==> src/rtl/vrt_pkg.sv <==
package vrt_pkg;

    localparam int MAX_STEPS_DEF = 256;

    localparam logic [31:0] ALL32  = 32'hFFFF_FFFF;
    localparam logic [30:0] MASK31 = 31'h7FFF_FFFF;
    localparam logic [31:0] MIN_SQ = 32'd11;

    // divider: 33-bit dividend, 16-bit divisor
    localparam int DIV_NW = 33;
    localparam int DIV_DW = 16;
    // root: 64-bit radicand, 32-bit root
    localparam int ROOT_W = 32;

    typedef enum logic [3:0] {
        ST_IDLE,
        ST_SQ,
        ST_CHECK,
        ST_ROOT,
        ST_DT_GO,
        ST_DT_WAIT,
        ST_MUL,
        ST_DN_GO,
        ST_DN_WAIT,
        ST_EMIT,
        ST_STEP
    } vrt_state_t;

    typedef struct packed {
        logic load_start;
        logic take_answer;
        logic sq_acc;
        logic root_start;
        logic axis_clr;
        logic axis_adv;
        logic div_start_step;
        logic div_start_next;
        logic wr_step;
        logic wr_next;
        logic mul_g;
        logic out_miss;
        logic out_query;
        logic step_exec;
    } vrt_cmd_t;

    typedef struct packed {
        logic sum_small;
        logic root_done;
        logic div_done;
        logic axis_last;
        logic walking;
        logic out_free;
    } vrt_stat_t;

endpackage

==> src/rtl/vrt_isqrt.sv <==
module vrt_isqrt (
    input  logic                        clk,
    input  logic                        rst_n,
    input  logic                        start,
    input  logic [31:0]                 sum,
    output logic                        done,
    output logic [vrt_pkg::ROOT_W-1:0]  root
);
    import vrt_pkg::*;

    localparam int RAD_W = 2 * ROOT_W;
    localparam int REM_W = ROOT_W + 4;
    localparam int CNT_W = $clog2(ROOT_W + 1);

    logic [RAD_W-1:0]  rad_reg, rad_next;
    logic [REM_W-1:0]  rem_reg, rem_next;
    logic [ROOT_W-1:0] root_reg, root_next;
    logic [CNT_W-1:0]  cnt_reg, cnt_next;
    logic              busy_reg, busy_next;
    logic              done_reg, done_next;

    logic [REM_W-1:0]  rem_sh;
    logic [REM_W-1:0]  trial;

    // one result bit per cycle, two radicand bits brought down
    always_comb
    begin
        rem_sh    = {rem_reg[REM_W-3:0], rad_reg[RAD_W-1 -: 2]};
        trial     = {{(REM_W-ROOT_W-2){1'b0}}, root_reg, 2'b01};
        rad_next  = rad_reg;
        rem_next  = rem_reg;
        root_next = root_reg;
        cnt_next  = cnt_reg;
        busy_next = busy_reg;
        done_next = done_reg;
        if (start)
        begin
            rad_next  = {sum, 32'd0};
            rem_next  = '0;
            root_next = '0;
            cnt_next  = CNT_W'(ROOT_W);
            busy_next = 1'b1;
            done_next = 1'b0;
        end
        else if (busy_reg)
        begin
            rad_next = {rad_reg[RAD_W-3:0], 2'b00};
            if (rem_sh >= trial)
            begin
                rem_next  = rem_sh - trial;
                root_next = {root_reg[ROOT_W-2:0], 1'b1};
            end
            else
            begin
                rem_next  = rem_sh;
                root_next = {root_reg[ROOT_W-2:0], 1'b0};
            end
            cnt_next = cnt_reg - CNT_W'(1);
            if (cnt_reg == CNT_W'(1))
            begin
                busy_next = 1'b0;
                done_next = 1'b1;
            end
        end
    end

    always_ff @(posedge clk or negedge rst_n)
    begin
        if (!rst_n)
        begin
            cnt_reg  <= '0;
            busy_reg <= 1'b0;
            done_reg <= 1'b0;
        end
        else
        begin
            cnt_reg  <= cnt_next;
            busy_reg <= busy_next;
            done_reg <= done_next;
        end
    end

    always_ff @(posedge clk)
    begin
        rad_reg  <= rad_next;
        rem_reg  <= rem_next;
        root_reg <= root_next;
    end

    assign done = done_reg;
    assign root = root_reg;

endmodule

==> src/rtl/vrt_div.sv <==
module vrt_div (
    input  logic                        clk,
    input  logic                        rst_n,
    input  logic                        start,
    input  logic [vrt_pkg::DIV_NW-1:0]  num,
    input  logic [vrt_pkg::DIV_DW-1:0]  den,
    output logic                        done,
    output logic [vrt_pkg::DIV_NW-1:0]  quot
);
    import vrt_pkg::*;

    localparam int CNT_W = $clog2(DIV_NW + 1);

    logic [DIV_NW-1:0] q_reg, q_next;
    logic [DIV_DW-1:0] d_reg, d_next;
    logic [DIV_DW:0]   rem_reg, rem_next;
    logic [CNT_W-1:0]  cnt_reg, cnt_next;
    logic              busy_reg, busy_next;
    logic              done_reg, done_next;

    logic [DIV_DW+1:0] rem_sh;

    // restoring division, one quotient bit per cycle
    always_comb
    begin
        rem_sh    = {rem_reg, q_reg[DIV_NW-1]};
        q_next    = q_reg;
        d_next    = d_reg;
        rem_next  = rem_reg;
        cnt_next  = cnt_reg;
        busy_next = busy_reg;
        done_next = done_reg;
        if (start)
        begin
            q_next    = num;
            d_next    = den;
            rem_next  = '0;
            cnt_next  = CNT_W'(DIV_NW);
            busy_next = 1'b1;
            done_next = 1'b0;
        end
        else if (busy_reg)
        begin
            if (rem_sh >= {2'b00, d_reg})
            begin
                rem_next = (DIV_DW+1)'(rem_sh - {2'b00, d_reg});
                q_next   = {q_reg[DIV_NW-2:0], 1'b1};
            end
            else
            begin
                rem_next = rem_sh[DIV_DW:0];
                q_next   = {q_reg[DIV_NW-2:0], 1'b0};
            end
            cnt_next = cnt_reg - CNT_W'(1);
            if (cnt_reg == CNT_W'(1))
            begin
                busy_next = 1'b0;
                done_next = 1'b1;
            end
        end
    end

    always_ff @(posedge clk or negedge rst_n)
    begin
        if (!rst_n)
        begin
            cnt_reg  <= '0;
            busy_reg <= 1'b0;
            done_reg <= 1'b0;
        end
        else
        begin
            cnt_reg  <= cnt_next;
            busy_reg <= busy_next;
            done_reg <= done_next;
        end
    end

    always_ff @(posedge clk)
    begin
        q_reg   <= q_next;
        d_reg   <= d_next;
        rem_reg <= rem_next;
    end

    assign done = done_reg;
    assign quot = q_reg;

endmodule

==> src/rtl/vrt_dp.sv <==
module vrt_dp #(
    parameter int MAX_STEPS = vrt_pkg::MAX_STEPS_DEF
) (
    input  logic                clk,
    input  logic                rst_n,
    input  vrt_pkg::vrt_cmd_t   cmd,
    output vrt_pkg::vrt_stat_t  stat,
    input  logic signed [31:0]  pos_x,
    input  logic signed [31:0]  pos_y,
    input  logic signed [31:0]  pos_z,
    input  logic signed [15:0]  dir_x,
    input  logic signed [15:0]  dir_y,
    input  logic signed [15:0]  dir_z,
    input  logic [30:0]         max_dist,
    input  logic                solid,
    input  logic                out_ready,
    output logic                out_valid,
    output logic                done_res,
    output logic signed [15:0]  voxel_x,
    output logic signed [15:0]  voxel_y,
    output logic signed [15:0]  voxel_z,
    output logic signed [1:0]   face_x,
    output logic signed [1:0]   face_y,
    output logic signed [1:0]   face_z,
    output logic                hit,
    output logic [30:0]         distance
);
    import vrt_pkg::*;

    localparam int SW = $clog2(MAX_STEPS + 1);

    // ray setup and walk state
    logic [15:0]        frac_reg [3];
    logic signed [15:0] dir_reg [3];
    logic [30:0]        limit_reg;
    logic [31:0]        sum_reg;
    logic [31:0]        len_reg;
    logic [DIV_NW-1:0]  prod_reg;
    logic [1:0]         axis_reg;
    logic               solid_reg;
    logic [15:0]        vox_reg [3];
    logic               sign_reg [3];
    logic [31:0]        tnext_reg [3];
    logic [31:0]        tstep_reg [3];
    logic signed [1:0]  norm_reg [3];
    logic [SW-1:0]      steps_reg;
    logic               walking_reg;

    // result register
    logic               out_valid_reg;
    logic               done_res_reg;
    logic [15:0]        ovox_reg [3];
    logic signed [1:0]  oface_reg [3];
    logic               hit_reg;
    logic [30:0]        dist_reg;

    logic signed [15:0] d_sel;
    logic signed [31:0] d_sq;
    logic [15:0]        ad_sel;
    logic [16:0]        g_sel;
    logic [48:0]        g_prod;
    logic               root_done;
    logic [31:0]        root;
    logic               div_start;
    logic [DIV_NW-1:0]  div_num;
    logic               div_done;
    logic [DIV_NW-1:0]  quot;
    logic [31:0]        quot_sat;
    logic               out_free;

    logic [1:0]         sel;
    logic [31:0]        t_min;
    logic [32:0]        t_sum;
    logic [31:0]        t_adv;
    logic [15:0]        vox_adv;
    logic               beyond;
    logic               budget_out;

    // per-axis setup operands
    always_comb
    begin
        d_sel    = dir_reg[axis_reg];
        d_sq     = d_sel * d_sel;
        ad_sel   = d_sel[15] ? 16'(-d_sel) : d_sel;
        g_sel    = (d_sel > 0) ? (17'h10000 - {1'b0, frac_reg[axis_reg]})
                               : {1'b0, frac_reg[axis_reg]};
        g_prod   = {32'd0, g_sel} * {17'd0, len_reg};
        quot_sat = quot[DIV_NW-1] ? ALL32 : quot[31:0];
        div_start = cmd.div_start_step | cmd.div_start_next;
        div_num  = cmd.div_start_step ? {1'b0, len_reg} : prod_reg;
    end

    vrt_isqrt u_isqrt (
        .clk   (clk),
        .rst_n (rst_n),
        .start (cmd.root_start),
        .sum   (sum_reg),
        .done  (root_done),
        .root  (root)
    );

    vrt_div u_div (
        .clk   (clk),
        .rst_n (rst_n),
        .start (div_start),
        .num   (div_num),
        .den   (ad_sel),
        .done  (div_done),
        .quot  (quot)
    );

    // pick the nearest boundary; ties go to z over y, and y over x
    always_comb
    begin
        if (tnext_reg[0] < tnext_reg[1])
        begin
            sel = (tnext_reg[0] < tnext_reg[2]) ? 2'd0 : 2'd2;
        end
        else
        begin
            sel = (tnext_reg[1] < tnext_reg[2]) ? 2'd1 : 2'd2;
        end
        t_min      = tnext_reg[sel];
        t_sum      = {1'b0, t_min} + {1'b0, tstep_reg[sel]};
        t_adv      = t_sum[32] ? ALL32 : t_sum[31:0];
        vox_adv    = sign_reg[sel] ? (vox_reg[sel] + 16'd1) : (vox_reg[sel] - 16'd1);
        beyond     = t_min > {1'b0, limit_reg};
        budget_out = steps_reg >= SW'(MAX_STEPS);
        out_free   = !out_valid_reg || out_ready;
    end

    // setup and walk registers
    always_ff @(posedge clk)
    begin
        if (cmd.load_start)
        begin
            frac_reg[0] <= pos_x[15:0];
            frac_reg[1] <= pos_y[15:0];
            frac_reg[2] <= pos_z[15:0];
            dir_reg[0]  <= dir_x;
            dir_reg[1]  <= dir_y;
            dir_reg[2]  <= dir_z;
            limit_reg   <= max_dist;
            sum_reg     <= '0;
        end
        if (cmd.sq_acc)
        begin
            sum_reg <= sum_reg + 32'(unsigned'(d_sq));
        end
        if (root_done && cmd.axis_clr)
        begin
            len_reg <= root;
        end
        if (cmd.mul_g)
        begin
            prod_reg <= g_prod[48:16];
        end
        if (cmd.take_answer)
        begin
            solid_reg <= solid;
        end
    end

    always_ff @(posedge clk or negedge rst_n)
    begin
        if (!rst_n)
        begin
            axis_reg    <= '0;
            steps_reg   <= '0;
            walking_reg <= 1'b0;
            for (int a = 0; a < 3; a++)
            begin
                vox_reg[a]   <= '0;
                sign_reg[a]  <= 1'b0;
                tnext_reg[a] <= ALL32;
                tstep_reg[a] <= ALL32;
                norm_reg[a]  <= '0;
            end
        end
        else
        begin
            if (cmd.load_start || cmd.axis_clr)
            begin
                axis_reg <= '0;
            end
            else if (cmd.sq_acc || cmd.axis_adv)
            begin
                axis_reg <= axis_reg + 2'd1;
            end
            if (cmd.load_start)
            begin
                vox_reg[0]  <= pos_x[31:16];
                vox_reg[1]  <= pos_y[31:16];
                vox_reg[2]  <= pos_z[31:16];
                sign_reg[0] <= dir_x > 0;
                sign_reg[1] <= dir_y > 0;
                sign_reg[2] <= dir_z > 0;
                steps_reg   <= '0;
                walking_reg <= 1'b0;
                for (int a = 0; a < 3; a++)
                begin
                    tnext_reg[a] <= ALL32;
                    tstep_reg[a] <= ALL32;
                    norm_reg[a]  <= '0;
                end
            end
            if (cmd.wr_step)
            begin
                tstep_reg[axis_reg] <= (d_sel == 0) ? ALL32 : quot_sat;
            end
            if (cmd.wr_next)
            begin
                tnext_reg[axis_reg] <= (d_sel == 0) ? ALL32 : quot_sat;
            end
            if (cmd.out_query)
            begin
                walking_reg <= 1'b1;
                steps_reg   <= SW'(1);
            end
            if (cmd.out_miss)
            begin
                walking_reg <= 1'b0;
            end
            if (cmd.step_exec)
            begin
                if (solid_reg || beyond)
                begin
                    walking_reg <= 1'b0;
                end
                else
                begin
                    vox_reg[sel]   <= vox_adv;
                    tnext_reg[sel] <= t_adv;
                    // entry face opposes the step on the crossed axis only
                    for (int a = 0; a < 3; a++)
                    begin
                        norm_reg[a] <= (2'(a) != sel) ? 2'sb00
                                     : (sign_reg[sel] ? 2'sb11 : 2'sb01);
                    end
                    if (budget_out)
                    begin
                        walking_reg <= 1'b0;
                    end
                    else
                    begin
                        steps_reg <= steps_reg + SW'(1);
                    end
                end
            end
        end
    end

    // result register: load a query, a miss or a final result
    always_ff @(posedge clk or negedge rst_n)
    begin
        if (!rst_n)
        begin
            out_valid_reg <= 1'b0;
        end
        else if (cmd.out_miss || cmd.out_query || cmd.step_exec)
        begin
            out_valid_reg <= 1'b1;
        end
        else if (out_ready)
        begin
            out_valid_reg <= 1'b0;
        end
    end

    always_ff @(posedge clk)
    begin
        if (cmd.out_miss || (cmd.step_exec && !solid_reg && (beyond || budget_out)))
        begin
            done_res_reg <= 1'b1;
            hit_reg      <= 1'b0;
            dist_reg     <= limit_reg;
            for (int a = 0; a < 3; a++)
            begin
                ovox_reg[a]  <= '0;
                oface_reg[a] <= '0;
            end
        end
        else if (cmd.out_query)
        begin
            done_res_reg <= 1'b0;
            hit_reg      <= 1'b0;
            dist_reg     <= '0;
            for (int a = 0; a < 3; a++)
            begin
                ovox_reg[a]  <= vox_reg[a];
                oface_reg[a] <= '0;
            end
        end
        else if (cmd.step_exec && solid_reg)
        begin
            done_res_reg <= 1'b1;
            hit_reg      <= !beyond;
            dist_reg     <= t_min[31] ? MASK31 : t_min[30:0];
            for (int a = 0; a < 3; a++)
            begin
                ovox_reg[a]  <= vox_reg[a];
                oface_reg[a] <= norm_reg[a];
            end
        end
        else if (cmd.step_exec)
        begin
            done_res_reg <= 1'b0;
            hit_reg      <= 1'b0;
            dist_reg     <= '0;
            for (int a = 0; a < 3; a++)
            begin
                ovox_reg[a]  <= (2'(a) == sel) ? vox_adv : vox_reg[a];
                oface_reg[a] <= '0;
            end
        end
    end

    assign stat.sum_small = sum_reg < MIN_SQ;
    assign stat.root_done = root_done;
    assign stat.div_done  = div_done;
    assign stat.axis_last = axis_reg == 2'd2;
    assign stat.walking   = walking_reg;
    assign stat.out_free  = out_free;

    assign out_valid = out_valid_reg;
    assign done_res  = done_res_reg;
    assign voxel_x   = ovox_reg[0];
    assign voxel_y   = ovox_reg[1];
    assign voxel_z   = ovox_reg[2];
    assign face_x    = oface_reg[0];
    assign face_y    = oface_reg[1];
    assign face_z    = oface_reg[2];
    assign hit       = hit_reg;
    assign distance  = dist_reg;

    a_steps_bound: assert property (@(posedge clk) disable iff (!rst_n)
        steps_reg <= SW'(MAX_STEPS))
        else $error("step count beyond budget");

    a_load_free: assert property (@(posedge clk) disable iff (!rst_n)
        (cmd.out_miss || cmd.out_query || cmd.step_exec) |-> out_free)
        else $error("result loaded over a pending transfer");

    a_walk_steps: assert property (@(posedge clk) disable iff (!rst_n)
        walking_reg |-> (steps_reg != '0))
        else $error("walking with no step counted");

    a_tstep_nonzero: assert property (@(posedge clk) disable iff (!rst_n)
        walking_reg |-> (tstep_reg[0] != '0 && tstep_reg[1] != '0 && tstep_reg[2] != '0))
        else $error("zero boundary spacing while walking");

endmodule

==> src/rtl/vrt_ctrl.sv <==
module vrt_ctrl (
    input  logic                clk,
    input  logic                rst_n,
    input  logic                in_valid,
    input  logic                op,
    output logic                in_ready,
    input  vrt_pkg::vrt_stat_t  stat,
    output vrt_pkg::vrt_cmd_t   cmd
);
    import vrt_pkg::*;

    vrt_state_t state_reg, state_next;
    logic       in_xfer;

    assign in_ready = state_reg == ST_IDLE;
    assign in_xfer  = in_valid && in_ready;

    // next state
    always_comb
    begin
        state_next = state_reg;
        unique case (state_reg)
            ST_IDLE:
            begin
                if (in_xfer)
                begin
                    state_next = op ? ST_STEP : ST_SQ;
                end
            end
            ST_SQ:
            begin
                if (stat.axis_last)
                begin
                    state_next = ST_CHECK;
                end
            end
            ST_CHECK:
            begin
                if (!stat.sum_small)
                begin
                    state_next = ST_ROOT;
                end
                else if (stat.out_free)
                begin
                    state_next = ST_IDLE;
                end
            end
            ST_ROOT:
            begin
                if (stat.root_done)
                begin
                    state_next = ST_DT_GO;
                end
            end
            ST_DT_GO:   state_next = ST_DT_WAIT;
            ST_DT_WAIT:
            begin
                if (stat.div_done)
                begin
                    state_next = ST_MUL;
                end
            end
            ST_MUL:     state_next = ST_DN_GO;
            ST_DN_GO:   state_next = ST_DN_WAIT;
            ST_DN_WAIT:
            begin
                if (stat.div_done)
                begin
                    state_next = stat.axis_last ? ST_EMIT : ST_DT_GO;
                end
            end
            ST_EMIT:
            begin
                if (stat.out_free)
                begin
                    state_next = ST_IDLE;
                end
            end
            ST_STEP:
            begin
                if (!stat.walking || stat.out_free)
                begin
                    state_next = ST_IDLE;
                end
            end
            default:    state_next = ST_IDLE;
        endcase
    end

    // commands
    always_comb
    begin
        cmd = '0;
        unique case (state_reg)
            ST_IDLE:
            begin
                cmd.load_start  = in_xfer && !op;
                cmd.take_answer = in_xfer && op;
            end
            ST_SQ:      cmd.sq_acc = 1'b1;
            ST_CHECK:
            begin
                cmd.root_start = !stat.sum_small;
                cmd.out_miss   = stat.sum_small && stat.out_free;
            end
            ST_ROOT:    cmd.axis_clr = stat.root_done;
            ST_DT_GO:   cmd.div_start_step = 1'b1;
            ST_DT_WAIT: cmd.wr_step = stat.div_done;
            ST_MUL:     cmd.mul_g = 1'b1;
            ST_DN_GO:   cmd.div_start_next = 1'b1;
            ST_DN_WAIT:
            begin
                cmd.wr_next  = stat.div_done;
                cmd.axis_adv = stat.div_done && !stat.axis_last;
            end
            ST_EMIT:    cmd.out_query = stat.out_free;
            ST_STEP:    cmd.step_exec = stat.walking && stat.out_free;
            default:    cmd = '0;
        endcase
    end

    always_ff @(posedge clk or negedge rst_n)
    begin
        if (!rst_n)
        begin
            state_reg <= ST_IDLE;
        end
        else
        begin
            state_reg <= state_next;
        end
    end

    a_one_load: assert property (@(posedge clk) disable iff (!rst_n)
        $onehot0({cmd.out_miss, cmd.out_query, cmd.step_exec}))
        else $error("two result loads at once");

    a_one_div: assert property (@(posedge clk) disable iff (!rst_n)
        (cmd.div_start_step || cmd.div_start_next) |=> !stat.div_done)
        else $error("divider done right after start");

    a_root_follow: assert property (@(posedge clk) disable iff (!rst_n)
        cmd.root_start |=> state_reg == ST_ROOT)
        else $error("root started outside setup");

endmodule

==> src/rtl/voxel_ray_traversal_3d.sv <==
// Voxel ray walker (3D DDA over a unit grid, Q15.16 distances).
// Input channel (in_valid/in_ready): op=0 starts a ray with start position,
// direction and max_dist; op=1 answers whether the last queried voxel is solid.
// Output channel (out_valid/out_ready): done_res=0 is a voxel query, done_res=1
// the final result with hit, voxel, entry face and distance.
// After a start's transfer the walker squares and sums the three direction
// components, checks the sum, takes its 32-step bit-pair root, then per axis
// runs two 33-step restoring divides, each launched from its own state, and
// one multiply, and loads its first query once the result register is free.
// A direction whose squared components sum below 11 gives a miss from the check.
// An answer is carried out in the step state, which loads the result register
// once it is free and returns to idle; the walk loop is one nearest-boundary
// compare and saturating add per answer.
// Input is taken only in the idle state; one item is in flight at a time.
// A finished result sits in an output register; a stalled receiver holds the
// walker in its final state until the register frees, and the next input
// transfer may happen while that result waits.
// Reset clears the walk: answers are then dropped with no result.
module voxel_ray_traversal_3d #(
    parameter int MAX_STEPS = vrt_pkg::MAX_STEPS_DEF
) (
    input  logic               clk,
    input  logic               rst_n,
    input  logic               in_valid,
    output logic               in_ready,
    input  logic               op,
    input  logic signed [31:0] pos_x,
    input  logic signed [31:0] pos_y,
    input  logic signed [31:0] pos_z,
    input  logic signed [15:0] dir_x,
    input  logic signed [15:0] dir_y,
    input  logic signed [15:0] dir_z,
    input  logic [30:0]        max_dist,
    input  logic               solid,
    output logic               out_valid,
    input  logic               out_ready,
    output logic               done_res,
    output logic signed [15:0] voxel_x,
    output logic signed [15:0] voxel_y,
    output logic signed [15:0] voxel_z,
    output logic signed [1:0]  face_x,
    output logic signed [1:0]  face_y,
    output logic signed [1:0]  face_z,
    output logic               hit,
    output logic [30:0]        distance
);
    import vrt_pkg::*;

    vrt_cmd_t  cmd;
    vrt_stat_t stat;

    vrt_ctrl u_ctrl (
        .clk      (clk),
        .rst_n    (rst_n),
        .in_valid (in_valid),
        .op       (op),
        .in_ready (in_ready),
        .stat     (stat),
        .cmd      (cmd)
    );

    vrt_dp #(
        .MAX_STEPS (MAX_STEPS)
    ) u_dp (
        .clk       (clk),
        .rst_n     (rst_n),
        .cmd       (cmd),
        .stat      (stat),
        .pos_x     (pos_x),
        .pos_y     (pos_y),
        .pos_z     (pos_z),
        .dir_x     (dir_x),
        .dir_y     (dir_y),
        .dir_z     (dir_z),
        .max_dist  (max_dist),
        .solid     (solid),
        .out_ready (out_ready),
        .out_valid (out_valid),
        .done_res  (done_res),
        .voxel_x   (voxel_x),
        .voxel_y   (voxel_y),
        .voxel_z   (voxel_z),
        .face_x    (face_x),
        .face_y    (face_y),
        .face_z    (face_z),
        .hit       (hit),
        .distance  (distance)
    );

endmodule
==> config.mk <==
export PLATFORM = sky130hd
export DESIGN_NAME = voxel_ray_traversal_3d
export DESIGN_NICKNAME = d
export VERILOG_FILES = /design/src/rtl/vrt_pkg.sv /design/src/rtl/vrt_isqrt.sv /design/src/rtl/vrt_div.sv /design/src/rtl/vrt_dp.sv /design/src/rtl/vrt_ctrl.sv /design/src/rtl/voxel_ray_traversal_3d.sv
export SDC_FILE = /design/constraint.sdc
export NUM_CORES = 2
export LEC_CHECK = 0
export ABC_AREA = 1
export BUFFER_PORTS_ARGS = -buffer_cell sky130_fd_sc_hd__buf_4
export CAP_MARGIN = 20
export CORE_ASPECT_RATIO = 1.5
export CORE_MARGIN = 2
export CORE_UTILIZATION = 39
export DETAILED_ROUTE_END_ITERATION = 10
export MAX_ROUTING_LAYER = met4
export PLACE_DENSITY = 0.56
export SLEW_MARGIN = 5
export SYNTH_ARGS = -nofsm -noshare
export SYNTH_HDL_FRONTEND = slang
export SYNTH_SLANG_ARGS = --single-unit
==> constraint.sdc <==
create_clock -name clk -period 9.4 [get_ports clk]
set_input_delay 0.47 -clock clk [delete_from_list [all_inputs] [get_ports clk]]
set_output_delay 0.47 -clock clk [all_outputs]
set_load 0.005 [all_outputs]
# After elaboration in Yosys (flattened, before gate mapping)
# Memories as Yosys holds them, arrays and structs flattened.
# Cells that the tools add are included.
# word_totals
output_inout_bits	89
mem_bits_rw	150
wordCells	324
inputBits	181
register_bits	608
mem_count	4
# mem_list
memory	depth	word_bits	rd	rd_ports_with_merged_regs	wr	line_no	text
u_dp.dir_reg	3	16	1	0	3	vrt_dp.sv:34	logic signed [15:0] dir_reg [3];
u_dp.frac_reg	3	16	1	0	3	vrt_dp.sv:33	logic [15:0] frac_reg [3];
u_dp.ovox_reg	3	16	3	0	3	vrt_dp.sv:52	logic [15:0] ovox_reg [3];
u_dp.oface_reg	3	2	3	0	3	vrt_dp.sv:53	logic signed [1:0] oface_reg [3];
# op_classes
eq_ne	23
n_bitwise	21
n_addsub	12
n_reduce_logical	46
n_mul	2
n_mux	159
order_cmp	16
# op_table
operator	n
96-bit two-way mux	6
32-bit two-way mux	11
96-bit bitwise mux	3
16-bit two-way mux	16
31-bit two-way mux	5
48-bit two-way mux	3
32-bit binary-select mux with 2-bit select	2
32-bit demux with 2-bit select	2
64-bit two-way mux	2
33-bit two-way mux	3
32-bit < comparator	3
16-bit by 1-bit greater-than comparator with 1-bit output (second input constant)	4
1-bit two-way mux	56
17-bit by 32-bit multiplier with 49-bit output	1
48-bit bitwise mux	1
9-bit two-way mux	5
4-bit case mux with 11 select lines	1
6-bit two-way mux	7
4-bit two-way mux	10
2-bit two-way mux	19
36-bit by 34-bit greater-or-equal comparator with 1-bit output	1
17-bit two-way mux	2
34-bit two-way mux	1
34-bit subtractor	1
47 further kinds	114

# Depth between registers and ports, before layout
# depth
ltp_word	16
mapped_depth	47
depth_no_buf	42

# Modules after synthesis
# Synthesis repeated with hierarchy kept, for this count alone.
# hier_totals
cells_unflattened	8245
area_unflattened_um2	69344.0
# by_module_without_submodules
mod	cells_each	seq_area_each_um2	area_each_um2	n_inst
vrt_dp	6645	16145.5	58036.9	1
vrt_isqrt	960	2482.4	6566.3	1
vrt_div	550	2011.9	4234.1	1
vrt_ctrl	90	100.1	506.7	1

# Worst setup path before layout
# Ideal clock, no wire load.
# synth_timing
kind	register to register
start	register u_dp.axis_reg[0]
end	register u_dp.prod_reg[27], data pin
n_path_buf	5
t_required_ps	9134
period_less_slack_ps	8467
arrival_ps	8201
setup_time_ps	266
path_slack_ps	933
path_stages_with_launch	43
cell_sequence	dfrtp_1 buf_2 buf_2 buf_2 or2_1 o211ai_1 o21ai_1 inv_1 buf_1 ha_1 inv_1 nor3_2 nand2_2 nor2_4 nand3_2 nor3_2 nand2_1 nand2_4 (+7 left out) fa_1 fa_1 inv_1 fa_1 fa_1 inv_1 fa_1 inv_1 ha_1 a21oi_1 o21ai_0 a21oi_1 nand2_1 a21oi_1 o21ai_0 a21oi_1 o221ai_1 xor2_1
# synth_via
elab_chain_cells	4
word_cells_on_any_way	6
cone_classes	1 x add/sub; 1 x mul; 1 x order compare; 1 x mux; 2 x memory
# synth_lines
element	line_no	text
from (decl)	vrt_dp.sv:39	logic [1:0] axis_reg;
from (signal assigned)	vrt_dp.sv:188	axis_reg <= axis_reg + 2'd1;
memory read 3 x 16 bit (on tied branches)	--	
17-bit by 16-bit subtractor with 17-bit output / 16-bit by 1-bit greater-than comparator with 1-bit output (equally long branches)	vrt_dp.sv:85	g_sel = (d_sel > 0) ? (17'h10000 - {1'b0, frac_reg[axis_reg]})
17-bit two-way mux *	vrt_dp.sv:85	
17-bit by 32-bit multiplier with 49-bit output *	vrt_dp.sv:87	g_prod = {32'd0, g_sel} * {17'd0, len_reg};
named net u_dp.g_prod[43]	vrt_dp.sv:61	logic [48:0] g_prod;
to (signal assigned)	vrt_dp.sv:156	prod_reg <= g_prod[48:16];
to (decl)	vrt_dp.sv:38	logic [DIV_NW-1:0] prod_reg;
# The timed path passes the listed nets; every way through them passes the cells marked *.
# A chain may end at the register's enable or synchronous reset.

# Worst setup path after layout
# Ends and elaborated chain as after synthesis.

==> flow_metrics.env <==
export IMPL_routed_wl_met3_microns=11220
export IMPL_grt_usage=0.2626
export IMPL_crit_top_cell="fa_1"
export IMPL_synth_main_ff_cell="edfxtp_1"
export IMPL_drt_wl_total_microns=223800
export IMPL_yosysMostFrequentCell="inv_1"
export IMPL_synth_xor_area_share=0.01910
export IMPL_synth_compound_area_frac=0.1252
export IMPL_setup_tns_ps=0
export IMPL_cpPeakStageDelay_ps=550
export IMPL_synthAdderAreaFrac=0.2960
export IMPL_synthArstFlopShare=0.3720
export IMPL_worstMarginPinSlew_ps=1145
export IMPL_synthMuxAreaShare=0.0002950
export IMPL_cts_tree="yes"
export IMPL_grt_pass1_vias=58580
export IMPL_syn_area_sq_um=67870
export IMPL_crit_type="register to register"
export IMPL_r2r_cells=37
export IMPL_start_util=0.3925
export IMPL_fmax_ghz=0.1131
export IMPL_clk_latency_ps=730
export IMPL_avgSynthCellArea_sq_um=8.652
export IMPL_rsz0062_at_grt="false"
export IMPL_cts_made_buffers=85
export IMPL_yosysSeqAreaShare=0.3056
export IMPL_viasPerCell=5.271
export IMPL_drc=0
export IMPL_antenna_found_initial=6
export IMPL_cap_violations=0
export IMPL_synth_edff_count=391
export IMPL_fin_crit_sh=0.9409
export IMPL_clockRootBuffer="clkbuf_16"
export IMPL_synth_nets=9200
export IMPL_crit_path_start_kind="register"
export IMPL_grt_pass1_wl_microns=344100
export IMPL_crit_fanout=26
export IMPL_yosys_area_top_type_share=0.2118
export IMPL_maxSlewHeadroom=0.2340
export IMPL_pre_cts_ws_ps=486.5
export IMPL_highest_layer="met4"
export IMPL_cp_end_kind="register"
export IMPL_die_h_microns=514.9
export IMPL_finalNonFillerCells=10490
export IMPL_die_width_microns=344.6
export IMPL_slew_viol_final=0
export IMPL_pin_count=270
export IMPL_slowest_stage="fa_1"
export IMPL_synth_largest_area_cell="fa_1"
export IMPL_clock_skew_ps=42.58
export IMPL_hold_ws_ps=46.18
export IMPL_ys_warn_count=0
export IMPL_portBuffers=269
export IMPL_fp_dieArea_sq_um=177400
export IMPL_netlist_top_cells_count="1522 x inv_1, 1496 x nand2_1, 718 x fa_1"
export IMPL_overflow=0
export IMPL_clkSinkCount=758
export IMPL_m1WireLength_microns=82970
export IMPL_dr_first_iter_drc_count=3656
export IMPL_drt_antenna_violating_nets=0
export IMPL_worst_slack_ps=555.8
export IMPL_vias=55310
export IMPL_min_path_type="primary input to register"
export IMPL_place_hpwl_microns=174700
export IMPL_synth_seq_cells=758
export IMPL_synth_top_family_by_area="adder cells"
export IMPL_place_inst=10190
export IMPL_required_ps=9860
export IMPL_period_minus_slack_ps=8844
export IMPL_syn_inst=7844
export IMPL_ctsLongestPathBuffers=3
export IMPL_synthTopCellsByArea="fa_1 21%, edfxtp_1 17%, ha_1 8.4%, inv_1 8.4%, nand2_1 8.3%"
export IMPL_min_path_cells=1
export IMPL_fin_nets=9506
export IMPL_area_delta_synth_final_pct=12.95
export IMPL_routabilityCongestion=0.9867
export IMPL_n_fill_cell=16940
export IMPL_synthSimpleGateAreaFrac=0.1485
export IMPL_core_sq_um=172900
export IMPL_num_rows=187
export IMPL_wl_met2_microns=115400
export IMPL_hold_violations=0
export IMPL_synth_distinct_cells=68
export IMPL_clkTransAtPathRegs_ps=70
export IMPL_setup_viol=0
export IMPL_drive_gt1_frac=0.1051
export IMPL_grt_start_max_net_pins=104
export IMPL_cp_arrival_ps=9300
export IMPL_drt_wirelength_per_cell_microns=21.34
export IMPL_status="finished, final reports clean"
export IMPL_cts_htree_levels=3
export IMPL_dr_pass1_iters=7
==> cells by family (layout without fill, tap and decap cells) <==
| family | Yosys count | count (layout) |
|---|---|---|
| flops | 758 | 758 |
| mux | 2 | 2 |
| compound gates | 1438 | 1438 |
| fa+ha+maj | 1175 | 1175 |
| buf+inv | 1858 | 2236 |
| other cells | 0 | 2 |
| xor+xnor | 148 | 148 |
| simple gates | 2465 | 2465 |
==> area by class of cell <==
class                           instances  area, sq um  area share
Inverter                             1562         5871     0.07659
Antenna cell                            2        5.005  0.00006529
Timing Repair Buffer                  515         4277     0.05579
Clock inverter                         37        410.4    0.005354
Sequential cell                       758        20740      0.2706
Multi-Input combinational cell       5228        40050      0.5225
Clock buffer                          122         2464     0.03214
Tap cell                             2268         2838     0.03702
==> critical path: cells and delay by family, from the launching register on <==
family                   cells  cell delay, ps
AO/OA/AOI/OAI                9            1710
XOR/XNOR                     1             160
adder cells (fa/ha/maj)      8            3590
buffers and inverters        7             940
flip-flops                   1             430
AND/OR/NAND/NOR             12            1740
==> cell usage in the layout (no fill, tap or decap), types with 20 or more instances in the layout <==
cell type | Yosys | routed
nand4_1 | 37 | 37
o22ai_1 | 228 | 228
clkinv_1 | 12 | 21
dlygate4sd3_1 | 0 | 140
nor4_1 | 28 | 28
inv_2 | 28 | 30
xnor2_1 | 48 | 48
nand3_1 | 177 | 177
ha_1 | 457 | 457
fa_1 | 718 | 718
dfstp_2 | 192 | 192
inv_1 | 1522 | 1517
o21ai_1 | 54 | 53
buf_4 | 15 | 371
nor3_1 | 51 | 51
nand2_1 | 1496 | 1489
nand2_2 | 16 | 22
or2_2 | 28 | 28
clkbuf_16 | 0 | 88
o21ai_0 | 478 | 478
o21a_1 | 24 | 24
o21ai_2 | 28 | 28
o211ai_1 | 78 | 78
xor2_1 | 100 | 100
clkbuf_1 | 184 | 20
a21oi_1 | 367 | 366
nor2_1 | 596 | 591
o221ai_1 | 48 | 48
dfrtp_1 | 90 | 89
edfxtp_1 | 391 | 391
a31oi_1 | 34 | 34
dfxtp_1 | 85 | 85
==> per-layer routing <==
layer,vias up,track usage
li1,25730,-
met1,27240,0.2885
met2,1772,0.4642
met3,564,0.02736
met4,0,0.1407
met5,-,-
==> through the flow <==
stage / cell area [sq um] / util
2_1_floorplan: 67870 / -
3_3_place_gp: 72320 / 0.4182
3_5_place_dp: 72320 / 0.4182
4_1_cts: 76590 / 0.4430
5_1_grt: 76650 / 0.4433
6_report: 76650 / 0.4433
==> what timing repair did <==
| action | 4_1_cts | 5_1_grt |
|---|---|---|
| hold endpoints to repair | 153 | 0 |
| setup buffers | 0 | 0 |
| hold buffers | 140 | 0 |
| resized for setup | 0 | 2 |
| endpoints found under the setup margin | 0 | 3 |
==> path summary, 6_finish.rpt <==
kind,start,endpoint,slack (ps)
worst min register to register,u_dp.u_isqrt.root[14],u_dp.len_reg[14],420
max in group asynchronous,rst_n,u_ctrl.state_reg[1],6720
worst max register to register,u_dp.axis_reg[0],u_dp.prod_reg[27],560
worst min-delay path,dir_x[0],u_dp.dir_reg[0][0],50
min in group asynchronous,rst_n,u_dp.u_div.cnt_reg[1],440
worst max-delay path,u_dp.axis_reg[0],u_dp.prod_reg[27],560
Power is not shown: default switching activity piles up to over one toggle a cycle in this logic, so the estimate is an artifact.
